===== src/design/lps_pkg.sv =====
// Shared constants and types for the lexicographic permutation stepper.
package lps_pkg;

	// Default of the element count parameter.
	localparam int MAX_ELEMS_DEF = 10;

	// Result layout: ten 4-bit slots, position 0 in the low bits.
	localparam int SLOT_W     = 4;
	localparam int OUT_SLOTS  = 10;
	localparam int PERM_W     = SLOT_W * OUT_SLOTS;
	localparam int OUT_DATA_W = ((PERM_W + 7) / 8) * 8;
	localparam int IN_DATA_W  = 8;

	// Configuration port.
	localparam int APB_ADDR_W   = 3;
	localparam int APB_DATA_W   = 32;
	localparam int REG_IDX_W    = APB_ADDR_W - 2;
	localparam int ELEM_COUNT_W = 4;
	localparam logic [ELEM_COUNT_W-1:0] ELEM_COUNT_RST = 4'd10;

	// Register indexes.
	typedef enum logic [REG_IDX_W-1:0] {
		REG_ELEMENT_COUNT = 1'b0,
		REG_UNUSED        = 1'b1
	} reg_idx_t;

endpackage


===== src/design/lps_cfg.sv =====
// Configuration registers: APB access and the clamped active element count.
module lps_cfg
	import lps_pkg::*;
#(
	parameter int MAX_ELEMS = MAX_ELEMS_DEF,
	parameter int CNT_W     = $clog2(MAX_ELEMS + 1)
) (
	input  logic                  clk,
	input  logic                  arst_n,
	input  logic                  psel,
	input  logic                  penable,
	input  logic                  pwrite,
	input  logic [APB_ADDR_W-1:0] paddr,
	input  logic [APB_DATA_W-1:0] pwdata,
	output logic [APB_DATA_W-1:0] prdata,
	output logic                  pready,
	output logic [CNT_W-1:0]      active_count
);

	logic [ELEM_COUNT_W-1:0] element_count_q;
	reg_idx_t                reg_idx;
	logic                    wr_en;

	assign reg_idx = reg_idx_t'(paddr[APB_ADDR_W-1:2]);
	assign pready  = 1'b1;
	assign wr_en   = psel && penable && pwrite && pready;

	always_ff @(posedge clk or negedge arst_n) begin
		if (!arst_n) begin
			element_count_q <= ELEM_COUNT_RST;
		end else if (wr_en && (reg_idx == REG_ELEMENT_COUNT)) begin
			element_count_q <= pwdata[ELEM_COUNT_W-1:0];
		end
	end

	always_comb begin
		unique case (reg_idx)
			REG_ELEMENT_COUNT: prdata = APB_DATA_W'(element_count_q);
			default:           prdata = '0;
		endcase
	end

	// Zero counts as one element; counts above the storage saturate.
	always_comb begin
		if (element_count_q == '0) begin
			active_count = CNT_W'(1);
		end else if (int'(element_count_q) > MAX_ELEMS) begin
			active_count = CNT_W'(MAX_ELEMS);
		end else begin
			active_count = CNT_W'(element_count_q);
		end
	end

endmodule


===== src/design/lps_step.sv =====
// Combinational successor logic: pivot search, swap, suffix reversal, packing.
module lps_step
	import lps_pkg::*;
#(
	parameter int MAX_ELEMS = MAX_ELEMS_DEF,
	parameter int ELEM_W    = $clog2(MAX_ELEMS + 1),
	parameter int CNT_W     = $clog2(MAX_ELEMS + 1),
	parameter int IDX_W     = $clog2(MAX_ELEMS)
) (
	input  logic [MAX_ELEMS-1:0][ELEM_W-1:0] order,
	input  logic                             restart,
	input  logic [CNT_W-1:0]                 n,
	output logic [MAX_ELEMS-1:0][ELEM_W-1:0] order_next,
	output logic [PERM_W-1:0]                permutation,
	output logic                             is_final
);

	localparam int SUM_W = CNT_W + 1;

	logic [MAX_ELEMS-1:0][ELEM_W-1:0] ident;
	logic [MAX_ELEMS-1:0][ELEM_W-1:0] cur;
	logic [MAX_ELEMS-1:0]             asc;
	logic [MAX_ELEMS-1:0]             gt;
	logic [IDX_W-1:0]                 pivot;
	logic [IDX_W-1:0]                 succ;
	logic                             found;
	logic [ELEM_W-1:0]                pivot_val;
	logic [SUM_W-1:0]                 rev_sum;

	always_comb begin
		for (int k = 0; k < MAX_ELEMS; k++) begin
			ident[k] = ELEM_W'(k + 1);
		end
	end

	assign cur = restart ? ident : order;

	// Ascent flags between neighbors inside the active window.
	always_comb begin
		asc = '0;
		for (int k = 0; k < MAX_ELEMS - 1; k++) begin
			asc[k] = (SUM_W'(k + 1) < SUM_W'(n)) && (cur[k] < cur[k+1]);
		end
	end

	// Rightmost ascent is the pivot.
	always_comb begin
		pivot = '0;
		found = 1'b0;
		for (int k = 0; k < MAX_ELEMS - 1; k++) begin
			if (asc[k]) begin
				pivot = IDX_W'(k);
				found = 1'b1;
			end
		end
	end

	assign pivot_val = cur[pivot];
	assign is_final  = !found;

	// Rightmost element after the pivot that is larger than it.
	always_comb begin
		gt   = '0;
		succ = '0;
		for (int k = 0; k < MAX_ELEMS; k++) begin
			gt[k] = (IDX_W'(k) > pivot) && (SUM_W'(k) < SUM_W'(n)) && (cur[k] > pivot_val);
		end
		for (int k = 0; k < MAX_ELEMS; k++) begin
			if (gt[k]) begin
				succ = IDX_W'(k);
			end
		end
	end

	// Position k of the reversed suffix reads from position pivot + n - k.
	assign rev_sum = SUM_W'(pivot) + SUM_W'(n);

	always_comb begin
		logic [SUM_W-1:0] src;
		for (int k = 0; k < MAX_ELEMS; k++) begin
			src = rev_sum - SUM_W'(k);
			if (!found) begin
				order_next[k] = ident[k];
			end else if (IDX_W'(k) == pivot) begin
				order_next[k] = cur[succ];
			end else if ((IDX_W'(k) > pivot) && (SUM_W'(k) < SUM_W'(n))) begin
				if (src[IDX_W-1:0] == succ) begin
					order_next[k] = pivot_val;
				end else begin
					order_next[k] = cur[src[IDX_W-1:0]];
				end
			end else begin
				order_next[k] = cur[k];
			end
		end
	end

	// Pack the active positions; wider values keep their low four bits.
	always_comb begin
		permutation = '0;
		for (int p = 0; p < OUT_SLOTS; p++) begin
			if ((p < MAX_ELEMS) && (SUM_W'(p) < SUM_W'(n))) begin
				permutation[p*SLOT_W +: SLOT_W] = SLOT_W'(cur[p]);
			end
		end
	end

endmodule


===== src/design/lexicographic_permutation_stepper.sv =====
// Top level of the lexicographic permutation stepper.
// A result reaches the master side in the cycle after its item is accepted.
// One item per cycle unless stalled; the stored ordering steps in the same cycle.
// The output register stays full while the consumer stalls, and a new item is taken
// whenever that register is empty or being emptied. Reset loads the identity
// ordering, sets the element count to ten and empties the output register.
module lexicographic_permutation_stepper
	import lps_pkg::*;
#(
	parameter int MAX_ELEMS = MAX_ELEMS_DEF
) (
	input  logic                  clk,
	input  logic                  arst_n,
	// Slave side: bit 0 restart, bits 7:1 zero.
	input  logic                  s_axis_tvalid,
	output logic                  s_axis_tready,
	input  logic [IN_DATA_W-1:0]  s_axis_tdata,
	// Master side: bits 39:0 permutation; tlast carries is_final.
	output logic                  m_axis_tvalid,
	input  logic                  m_axis_tready,
	output logic [OUT_DATA_W-1:0] m_axis_tdata,
	output logic                  m_axis_tlast,
	// Configuration port.
	input  logic                  psel,
	input  logic                  penable,
	input  logic                  pwrite,
	input  logic [APB_ADDR_W-1:0] paddr,
	input  logic [APB_DATA_W-1:0] pwdata,
	output logic [APB_DATA_W-1:0] prdata,
	output logic                  pready
);

	localparam int ELEM_W = $clog2(MAX_ELEMS + 1);
	localparam int CNT_W  = $clog2(MAX_ELEMS + 1);
	localparam int IDX_W  = $clog2(MAX_ELEMS);

	logic [CNT_W-1:0]                 active_count;
	logic [MAX_ELEMS-1:0][ELEM_W-1:0] order_q;
	logic [MAX_ELEMS-1:0][ELEM_W-1:0] order_next;
	logic [PERM_W-1:0]                perm_next;
	logic                             final_next;
	logic [PERM_W-1:0]                perm_q;
	logic                             final_q;
	logic                             out_valid_q;
	logic                             in_fire;

	lps_cfg #(
		.MAX_ELEMS (MAX_ELEMS),
		.CNT_W     (CNT_W)
	) u_cfg (
		.clk          (clk),
		.arst_n       (arst_n),
		.psel         (psel),
		.penable      (penable),
		.pwrite       (pwrite),
		.paddr        (paddr),
		.pwdata       (pwdata),
		.prdata       (prdata),
		.pready       (pready),
		.active_count (active_count)
	);

	// The whole successor step is one pass of comparators and muxes over the
	// stored ordering, so the stored state is ready for the next item at once.
	lps_step #(
		.MAX_ELEMS (MAX_ELEMS),
		.ELEM_W    (ELEM_W),
		.CNT_W     (CNT_W),
		.IDX_W     (IDX_W)
	) u_step (
		.order       (order_q),
		.restart     (s_axis_tdata[0]),
		.n           (active_count),
		.order_next  (order_next),
		.permutation (perm_next),
		.is_final    (final_next)
	);

	// Accept whenever the output register is free or drains this cycle.
	assign s_axis_tready = !out_valid_q || m_axis_tready;
	assign in_fire       = s_axis_tvalid && s_axis_tready;

	always_ff @(posedge clk or negedge arst_n) begin
		if (!arst_n) begin
			for (int k = 0; k < MAX_ELEMS; k++) begin
				order_q[k] <= ELEM_W'(k + 1);
			end
		end else if (in_fire) begin
			order_q <= order_next;
		end
	end

	always_ff @(posedge clk or negedge arst_n) begin
		if (!arst_n) begin
			out_valid_q <= 1'b0;
		end else if (in_fire) begin
			out_valid_q <= 1'b1;
		end else if (m_axis_tready) begin
			out_valid_q <= 1'b0;
		end
	end

	// Result payload needs no reset; it is qualified by out_valid_q.
	always_ff @(posedge clk) begin
		if (in_fire) begin
			perm_q  <= perm_next;
			final_q <= final_next;
		end
	end

	assign m_axis_tvalid = out_valid_q;
	assign m_axis_tdata  = OUT_DATA_W'(perm_q);
	assign m_axis_tlast  = final_q;

endmodule

===== config.mk =====
export PLATFORM = sky130hd
export DESIGN_NAME = lexicographic_permutation_stepper
export DESIGN_NICKNAME = d
export VERILOG_FILES = /design/src/design/lps_pkg.sv /design/src/design/lps_cfg.sv /design/src/design/lps_step.sv /design/src/design/lexicographic_permutation_stepper.sv
export SDC_FILE = /design/constraint.sdc
export NUM_CORES = 1
export LEC_CHECK = 0
export ABC_AREA = 1
export BUFFER_PORTS_ARGS = -buffer_cell sky130_fd_sc_hd__buf_4
export CAP_MARGIN = 15
export CORE_ASPECT_RATIO = 0.7
export CORE_MARGIN = 8
export CORE_UTILIZATION = 30
export DETAILED_ROUTE_END_ITERATION = 8
export SETUP_SLACK_MARGIN = 0.02
export SYNTH_ARGS = -nofsm -noshare
export SYNTH_HDL_FRONTEND = slang
export SYNTH_SLANG_ARGS = --single-unit

===== constraint.sdc =====
create_clock -name clk -period 4.6 [get_ports clk]
set_input_delay 0.23 -clock clk [delete_from_list [all_inputs] [get_ports clk]]
set_output_delay 0.23 -clock clk [all_outputs]
set_load 0.01 [all_outputs]

==> impl_metrics.yaml, run 1 <==
floorplan:
  core_um2: 32200
  fp.dieW_um: 232
  ios: 126
  rows: 55
  die_area_um2: 38700
  die_y_um: 167
  start_util: 0.303
timing:
  slew_violations: 0
  fin_ws_ns: -0.568
  max-slew-margin-rel: 0.414
  finalCriticalPeriod_ns: 5.17
  hold_violations: 0
  setup_viol: 40
  period_share: 1.12
  grt_setup_unrepaired: "yes"
  fmax_mhz: 194
  finClkSkew_ns: 0.0148
  tightestPinTransition_ns: 0.879
synth:
  yosysWarnings: 0
  synth_seq_cells: 86
  syn_area_um2: 9770
  avgSynthCellArea_um2: 6.49
  synth-seq-area-share: 0.244
  yosysUniqueCellTypes: 57
  yosys-top-cells-area: "nand2_1 16%, edfxtp_1 13%, ha_1 9.4%, o21ai_0 7.1%, dfrtp_1 6.7%"
  synthFlopType: "edfxtp_1"
  async_reset_ff_frac: 0.523
  synth_edf_count: 41
  syn_inst: 1504
  synth_top_area_share: 0.156
  synth_top_area_cell: "nand2_1"
route:
  post_drt_wl_per_cell_um: 21.6
  dr_total_vias: 12300
  firstDrtPassIters: 6
  drtIter0Drc: 1534
  ant_nets: 0
  via_per_inst: 5.25
  routed_wirelength_um: 50800
  drc_errors: 0
critical_path:
  critical_path_arrival_ns: 5.47
  r2r_slack_ns: -0.57
  crit_top_cell: "nand2_2"
  worstPathMaxFanout: 6
  r2r_end: "order_q[24]"
  start_kind: "register"
  r2r-start: "order_q[10]"
  critPathKind: "reg -> reg"
  required_ns: 4.90
  cp-end-kind: "register"
  slowest_stage: "dfrtp_1"
  cpPeakStageDelay_ns: 0.41
  reg2reg_depth: 40
grt:
  grt_pass1_wl_um: 74300
  antenna_found_initial: 0
  grt_use_total: 0.254
  grt_pass1_vias: 11600
  grt_max_degree: 65
  grt_overflow_total: 0
hold_path:
  min_path_type: "in -> reg"
  min_path_cells: 3
  holdPathEnd: "u_cfg.element_count_q[3]"
  min-delay-start: "pwdata[3]"
layout:
  multiInputGateArea_um2: 7760
  drive_above_1_share: 0.421
  n_fill_cell: 3231
  antennaDiodeCount: 0
  ff_latch_area_um2: 2380
  fin_nets: 2042
  area_growth_syn_to_layout_pct: 57.5
  final_area_um2: 15400
cts:
  cts.clk_slew.worst_paths_ns: 0.08
  cts_max_level: 3
  clk_latency_ns: 0.37
  cts_tree: "done"
  root_buffer: "clkbuf_16"
  numCtsBuffers: 9
  cts_sinks: 86
  clock_path_buffers: 2
place:
  place_hpwl_um: 40300
  gp_congestion: 1.13
  place_ws_ns: -1.19
  port-buffer-count: 59
  dpl_cell_area_um2: 13200
run_status:
  violations: "setup timing"
  status: "finished, violations left"
job:
  drv_cap: 0
## state kept, by name (all words and copies together), names as in the netlist
name,count
u_cfg.element_count_q,4
m_axis_tdata,40
order_q,40
m_axis_tlast,1
m_axis_tvalid,1
## synth_stat cells, drive strengths merged, types with 7 or more instances
cell / instances
nand2: 436
nor2: 177
inv: 168
o21ai: 162
nand3: 137
a21oi: 82
ha: 73
buf: 45
edfxtp: 41
clkbuf: 27
dfrtp: 26
dfstp: 19
nand4: 14
o211ai: 14
nor3: 8
or2: 8
mux2i: 7
xor2: 7
## worst max-delay path: cells and delay by family, from the launching register on
family                     cells  cell delay (ns)
DFF                            1             0.41
buffers and inverters          8             0.83
adders and majority gates      2             0.52
and+or+nand+nor               24             2.16
AOI/OAI and AO/OA              6             1.18
## metal layers
| metal | track usage | wire [um] |
|---|---|---|
| met1 | 0.379 | 23300 |
| met2 | 0.343 | 19800 |
| met3 | 0.0742 | 6290 |
| met4 | 0.0710 | 1450 |
| met5 | 0 | 0 |
## worst max path at each step
stage	startpoint	end	slack (ns)	cells past startpoint
2_1_floorplan	s_axis_tdata[0]	order_q[25]	0.02	39
3_3_place_gp	s_axis_tdata[0]	order_q[12]	-1.31	42
3_5_place_dp	s_axis_tdata[0]	order_q[12]	-1.19	41
4_1_cts	order_q[9]	order_q[24]	-0.43	43
5_1_grt	order_q[9]	order_q[23]	-0.75	38
6_report	order_q[10]	order_q[24]	-0.57	40
## layout make-up
cell class,instances,share of cell area
repair buffers,447,0.240
flip-flops and latches,86,0.155
multi-input cells,1203,0.505
well taps,427,0.0347
clock buffers,9,0.0146
clock inverters,7,0.00789
inverters,171,0.0437
## per-stage QoR
stage,hold slack [ns],setup TNS (ns),cells,util
after global routing,0.117,-26.30,2350,0.478
after floorplan,-0.0656,0,1531,-
final,0.114,-18.50,2350,0.478
after global placement,0.306,-45.46,2275,0.409
after CTS,0.108,-13.42,2335,0.463
after detailed placement,0.311,-41.98,2275,0.409
## cells in the final DEF (no fill, tap or decap), drive strengths merged, types with 8 or more instances in the layout
cell type / n
buf: 446
nand2: 437
nor2: 177
inv: 169
o21ai: 162
nand3: 137
a21oi: 82
ha: 73
edfxtp: 41
conb: 29
dfrtp: 26
dfstp: 19
o211ai: 14
nand4: 14
clkbuf: 9
nor3: 8
or2: 8
## repair_timing
item,CTS,global route
pin swaps,107,77
buffers inserted,41,15
resized for setup,243,89
setup endpoints to repair,40,40
hold endpoints to repair,26,0
hold buffers,1,0
gates cloned,3,0
## cells by family after synthesis
group,count (synthesis),synth area share
other,2,0.000769
XOR/XNOR,10,0.00897
AO/OA/AOI/OAI,301,0.174
buffers and inverters,243,0.111
AND/OR/NAND/NOR,781,0.359
flip-flops,86,0.244
adder cells (fa/ha/maj),74,0.0956
multiplexers,7,0.00717
Power of run 1 is left out: the tool's default activity adds up to more than one toggle a clock period on the data nets, which glitch-free logic cannot reach.
==> run 2, diff against run 1 <==
--- a/config.mk
+++ b/config.mk
@@ -5,12 +5,11 @@
 export SDC_FILE = /design/constraint.sdc
 export NUM_CORES = 1
 export LEC_CHECK = 0
-export ABC_AREA = 1
 export BUFFER_PORTS_ARGS = -buffer_cell sky130_fd_sc_hd__buf_4
 export CAP_MARGIN = 15
 export CORE_ASPECT_RATIO = 0.7
 export CORE_MARGIN = 8
-export CORE_UTILIZATION = 30
+export CORE_UTILIZATION = 35
 export DETAILED_ROUTE_END_ITERATION = 8
 export SETUP_SLACK_MARGIN = 0.02
 export SYNTH_ARGS = -nofsm -noshare
==> constraint.sdc (replaced) <==
create_clock -name clk -period 4.8 [get_ports clk]
set_input_delay 0.24 -clock clk [delete_from_list [all_inputs] [get_ports clk]]
set_output_delay 0.24 -clock clk [all_outputs]
set_load 0.01 [all_outputs]
==> run 2 against run 1 <==
The flow still finishes with violations (setup timing). Sequential share of layout area grew 0.61 points. Non-clock buffer count grew 23. Count of clock-buffer cells in the layout is the same. Cell count shrank 19%. Cell area shrank 3.8%. Maximum frequency shrank 16%. Critical path type unchanged. Critical endpoint is now order_q[28]. Largest cell class unchanged. Highest routed layer is now met5.
==> impl_metrics.yaml, run 2 <==
run_status:
  status: "finished, violations left"
  violations: "setup timing"
critical_path:
  cp-end-kind: "register"
  critPathKind: "reg -> reg"
  required_ns: 5.06
  crit_top_cell: "buf_6"
  slowest_stage: "or4b_4"
  start_kind: "register"
  worstPathMaxFanout: 5
  critical_path_arrival_ns: 6.41
  cpPeakStageDelay_ns: 0.48
synth:
  yosysUniqueCellTypes: 91
  synth-seq-area-share: 0.252
  synth_seq_cells: 86
  syn_inst: 1120
  synth.top_cells.by_count: "137 x nor2_1, 103 x nand2_1, 85 x a21oi_1, 73 x ha_1, 70 x o21ai_0"
  yosys-top-cells-area: "edfxtp_1 13%, ha_1 9.7%, mux4_2 7.4%, dfrtp_1 6.9%, nor2_1 5.5%"
  yosysWarnings: 0
  synth_edf_count: 41
  synthFlopType: "edfxtp_1"
  async_reset_ff_frac: 0.523
  avgSynthCellArea_um2: 8.42
  syn_area_um2: 9430
  synth.most_common_cell: "nor2_1"
  synth_top_area_cell: "edfxtp_1"
  synth_top_area_share: 0.131
cts:
  numCtsBuffers: 9
  cts_max_level: 3
  clock_path_buffers: 2
  cts.clk_slew.worst_paths_ns: 0.07
  root_buffer: "clkbuf_16"
  cts_tree: "done"
  cts_sinks: 86
  clk_latency_ns: 0.37
route:
  drt-met1-wl_um: 20300
  dr_wl_met2_um: 19600
  top_layer: "met5"
  via_per_inst: 6.00
  routed_wirelength_um: 49500
  drtIter0Drc: 1425
  wl_met3_um: 7440
  dr_total_vias: 11500
  ant_nets: 0
  post_drt_wl_per_cell_um: 25.9
  firstDrtPassIters: 6
  drc_errors: 0
job:
  drv_cap: 0
grt:
  grt_pass1_vias: 10800
  grt_use_total: 0.293
  grt_overflow_total: 0
  grt_max_degree: 46
  grt_pass1_wl_um: 70800
  antenna_found_initial: 3
layout:
  final_common_cell: "buf_4"
  area_growth_syn_to_layout_pct: 56.8
  fin_nets: 1666
  final_area_um2: 14800
  mostFrequentLayoutCells: "415 x buf_4, 130 x nor2_1, 101 x nand2_1, 61 x a21oi_1"
  drive_above_1_share: 0.468
  antennaDiodeCount: 0
floorplan:
  ios: 126
  core_um2: 26600
  fp.dieW_um: 212
  die_y_um: 153
  rows: 50
  start_util: 0.355
  die_area_um2: 32500
timing:
  max-slew-margin-rel: 0.486
  hold_violations: 0
  tns_ns: -48.77
  finalCriticalPeriod_ns: 6.14
  slew_violations: 0
  finClkSkew_ns: 0.0149
  grt_setup_unrepaired: "yes"
  period_share: 1.28
  setup_viol: 40
  tightestPinTransition_ns: 0.765
  fmax_mhz: 163
  fin_ws_ns: -1.34
place:
  gp_congestion: 1.08
  port-buffer-count: 59
  dpl_cell_area_um2: 12900
  place_hpwl_um: 38300
hold_path:
  min_path_type: "in -> reg"
[run 2: cell types whose count changed after synthesis, moves of 20 or more]
cell and delta:
nand2_2 -23, nand3_1 -98, mux4_2 +31, nor2b_1 +20, inv_1 -109, mux2i_1 +33
nor3_1 +24, nand2_1 -302, o21ai_0 -69
[run 2: critical path, delay by kind of cell (launching register included)]
kind                     cells  cell delay [ns]
adder cells (fa/ha/maj)      2             0.44
XOR/XNOR                     1             0.16
AND/OR/NAND/NOR              5             0.92
AO/OA/AOI/OAI               13             2.96
flip-flops                   1             0.37
buffers and inverters        8             1.14
[run 2: cell type report]
class	instances	area, um2
clock buffer	9	225
sequential	86	2380
multi-input combinational	923	7590
fill	2448	11800
clock inverter	7	78.8
tap	364	455
timing repair buffer	470	3860
inverter	52	200
[run 2: worst paths after layout]
kind	startpoint	endpoint	slack [ns]	cells after the start
worst min-delay path	s_axis_tvalid	m_axis_tvalid	0.07	2
worst max register to register	order_q[9]	order_q[28]	-1.34	29
worst min register to register	order_q[0]	order_q[0]	0.48	2
worst max-delay path	order_q[9]	order_q[28]	-1.34	29
max in group asynchronous	arst_n	order_q[11]	3.89	2
min in group asynchronous	arst_n	u_cfg.element_count_q[2]	0.44	2
[run 2: per-layer routing]
layer  global-route usage  up-vias
li1                     -     4996
met1                0.399     5520
met2                0.398      787
met3                0.126      157
met4                0.116        6
met5                    0        -
[run 2: timing repair]
item,CTS,global route
pin swaps,49,62
endpoints found under the setup margin,40,40
hold endpoints to repair,26,0
gates cloned,1,1
gates resized for setup,124,87
setup buffers,48,25
hold buffers,1,0
[run 2: cell families (layout without fill, tap and decap cells)]
| logic type | after synthesis | after routing | synth area share |
|---|---|---|---|
| and+or+nand+nor | 385 | 385 | 0.190 |
| AOI/OAI and AO/OA | 336 | 336 | 0.242 |
| buffers and inverters | 138 | 538 | 0.0687 |
| DFF | 86 | 86 | 0.252 |
| muxes | 81 | 81 | 0.128 |
| adders and majority gates | 75 | 75 | 0.100 |
| xor gates and xnor gates | 17 | 17 | 0.0174 |
| other | 2 | 29 | 0.000796 |
[run 2: stage by stage]
step	util	std cells	hold slack [ns]	setup slack (ns)
after floorplan	-	1147	-0.0556	-1.32
after global placement	0.484	1825	0.305	-1.78
after detailed placement	0.484	1825	0.324	-1.81
after CTS	0.532	1888	0.0656	-1.26
after global routing	0.556	1911	0.0743	-1.48
final	0.556	1911	0.0676	-1.34
Power of run 2 is left out for the same reason.
==> run 3, diff against run 2 <==
--- a/config.mk
+++ b/config.mk
@@ -12,6 +12,7 @@
 export CORE_UTILIZATION = 35
 export DETAILED_ROUTE_END_ITERATION = 8
 export SETUP_SLACK_MARGIN = 0.02
+export SKIP_LAST_GASP = 1
 export SYNTH_ARGS = -nofsm -noshare
 export SYNTH_HDL_FRONTEND = slang
 export SYNTH_SLANG_ARGS = --single-unit
==> run 3 against run 2 <==
The run still ends with setup timing left. Via count is 0.73% lower. Global-route usage hardly changed. Count of clock-buffer cells in the layout stayed put. Utilization is 0.46 points higher. Highest routed layer unchanged.
==> impl_metrics.yaml, run 3 (synthesis gave the netlist of run 2 again) <==
critical_path:
  r2r-start: "order_q[9]"
  critical_path_arrival_ns: 6.49
  worstPathMaxFanout: 5
  start_kind: "register"
  cpPeakStageDelay_ns: 0.48
  critPathKind: "reg -> reg"
  worstSetupStartpoint: "order_q[9]"
  crit_top_cell: "buf_4"
  cp-end-kind: "register"
  slowest_stage: "or4b_4"
  required_ns: 5.10
timing:
  hold_violations: 0
  tightestPinTransition_ns: 0.815
  period_share: 1.29
  setup_viol: 40
  finalCriticalPeriod_ns: 6.19
  grt_setup_unrepaired: "yes"
  max-slew-margin-rel: 0.455
  slew_violations: 0
  fin_ws_ns: -1.39
  finClkSkew_ns: 0.0131
  fmax_mhz: 162
layout:
  stdcell_count: 1913
  mostFrequentLayoutCells: "412 x buf_4, 128 x nor2_1, 99 x nand2_1, 62 x a21oi_1"
  drive_above_1_share: 0.472
  final_area_um2: 14900
  fin_nets: 1668
  antennaDiodeCount: 0
  final_common_cell: "buf_4"
  multiInputGateArea_um2: 7660
  n_fill_cell: 2438
  ff_latch_area_um2: 2380
  area_growth_syn_to_layout_pct: 58.1
  utilization: 0.561
cts:
  cts_max_level: 3
  clock_path_buffers: 2
  clk_latency_ns: 0.37
  cts_tree: "done"
  cts.clk_slew.worst_paths_ns: 0.07
  cts_sinks: 86
  root_buffer: "clkbuf_16"
  numCtsBuffers: 9
route:
  drc_errors: 0
  routed_wirelength_um: 49700
  drtIter0Drc: 1350
  firstDrtPassIters: 7
  post_drt_wl_per_cell_um: 26.0
  ant_nets: 0
  dr_total_vias: 11400
  via_per_inst: 5.95
floorplan:
  ios: 126
  start_util: 0.355
  fp.dieW_um: 212
  die_y_um: 153
  core_um2: 26600
  die_area_um2: 32500
  rows: 50
run_status:
  violations: "setup timing"
  status: "finished, violations left"
place:
  port-buffer-count: 59
  dpl_cell_area_um2: 12900
  numPlacedInstances: 1825
  place_ws_ns: -1.81
  place_hpwl_um: 38300
  gp_congestion: 1.08
grt:
  gr-usage-met3: 0.128
  met2_usage: 0.396
  grt_pass1_vias: 10800
  met1_usage: 0.398
  grt_overflow_total: 0
  busiest_layer: "met1"
  grt_max_degree: 46
  grt_pass1_wl_um: 70700
  grt_use_total: 0.293
  antenna_found_initial: 1
hold_path:
  min-delay-start: "s_axis_tvalid"
  min_path_type: "in -> reg"
job:
  drv_cap: 0
## run 3: path summary, 6_finish.rpt
kind,slack [ns],cells past startpoint,end
worst max-delay path,-1.39,29,order_q[11]
worst min-delay path,0.07,2,m_axis_tvalid
worst max register to register,-1.39,29,order_q[11]
worst min register to register,0.48,2,order_q[0]
max in group asynchronous,3.89,2,order_q[11]
min in group asynchronous,0.44,2,u_cfg.element_count_q[2]
## run 3: area by class of cell
class | instances | share of cell area
sequential | 86 | 0.160
clock inverter | 7 | 0.00529
tap | 364 | 0.0305
multi-input combinational | 923 | 0.513
inverter | 52 | 0.0136
clock buffer | 9 | 0.0151
timing repair buffer | 472 | 0.262
## run 3: through the flow
stage,hold WS (ns),setup TNS (ns)
floorplan,-0.0556,-43.24
global placement,0.305,-64.87
detailed placement,0.324,-67.14
CTS,0.0656,-44.27
global route,0.0732,-59.06
finish,0.0665,-49.98
## run 3: routing by layer
layer  routed length (um)  part of all wire  vias up
met3                 7170              0.14      153
met2                19600              0.39      715
met5                   11           0.00022        -
met1                20700              0.42     5516
li1                     -                 -     4996
met4                 2290             0.046        2
## run 3: critical path: cells and delay by family (launching register included)
family,cells,cell delay (ns)
AO/OA/AOI/OAI,13,2.39
XOR/XNOR,1,0.13
adder cells (fa/ha/maj),2,0.40
buffers and inverters,6,0.89
flip-flops,1,0.37
multiplexers,2,0.44
AND/OR/NAND/NOR,5,1.48
## run 3: repair_timing
| item | CTS | global route |
|---|---|---|
| hold endpoints to repair | 26 | 0 |
| resized for setup | 117 | 112 |
| hold buffers | 1 | 0 |
| setup buffers | 48 | 28 |
| pin swaps | 49 | 70 |
| endpoints found under the setup margin | 40 | 40 |
| cloned | 1 | 0 |
Power of run 3 is left out for the same reason.
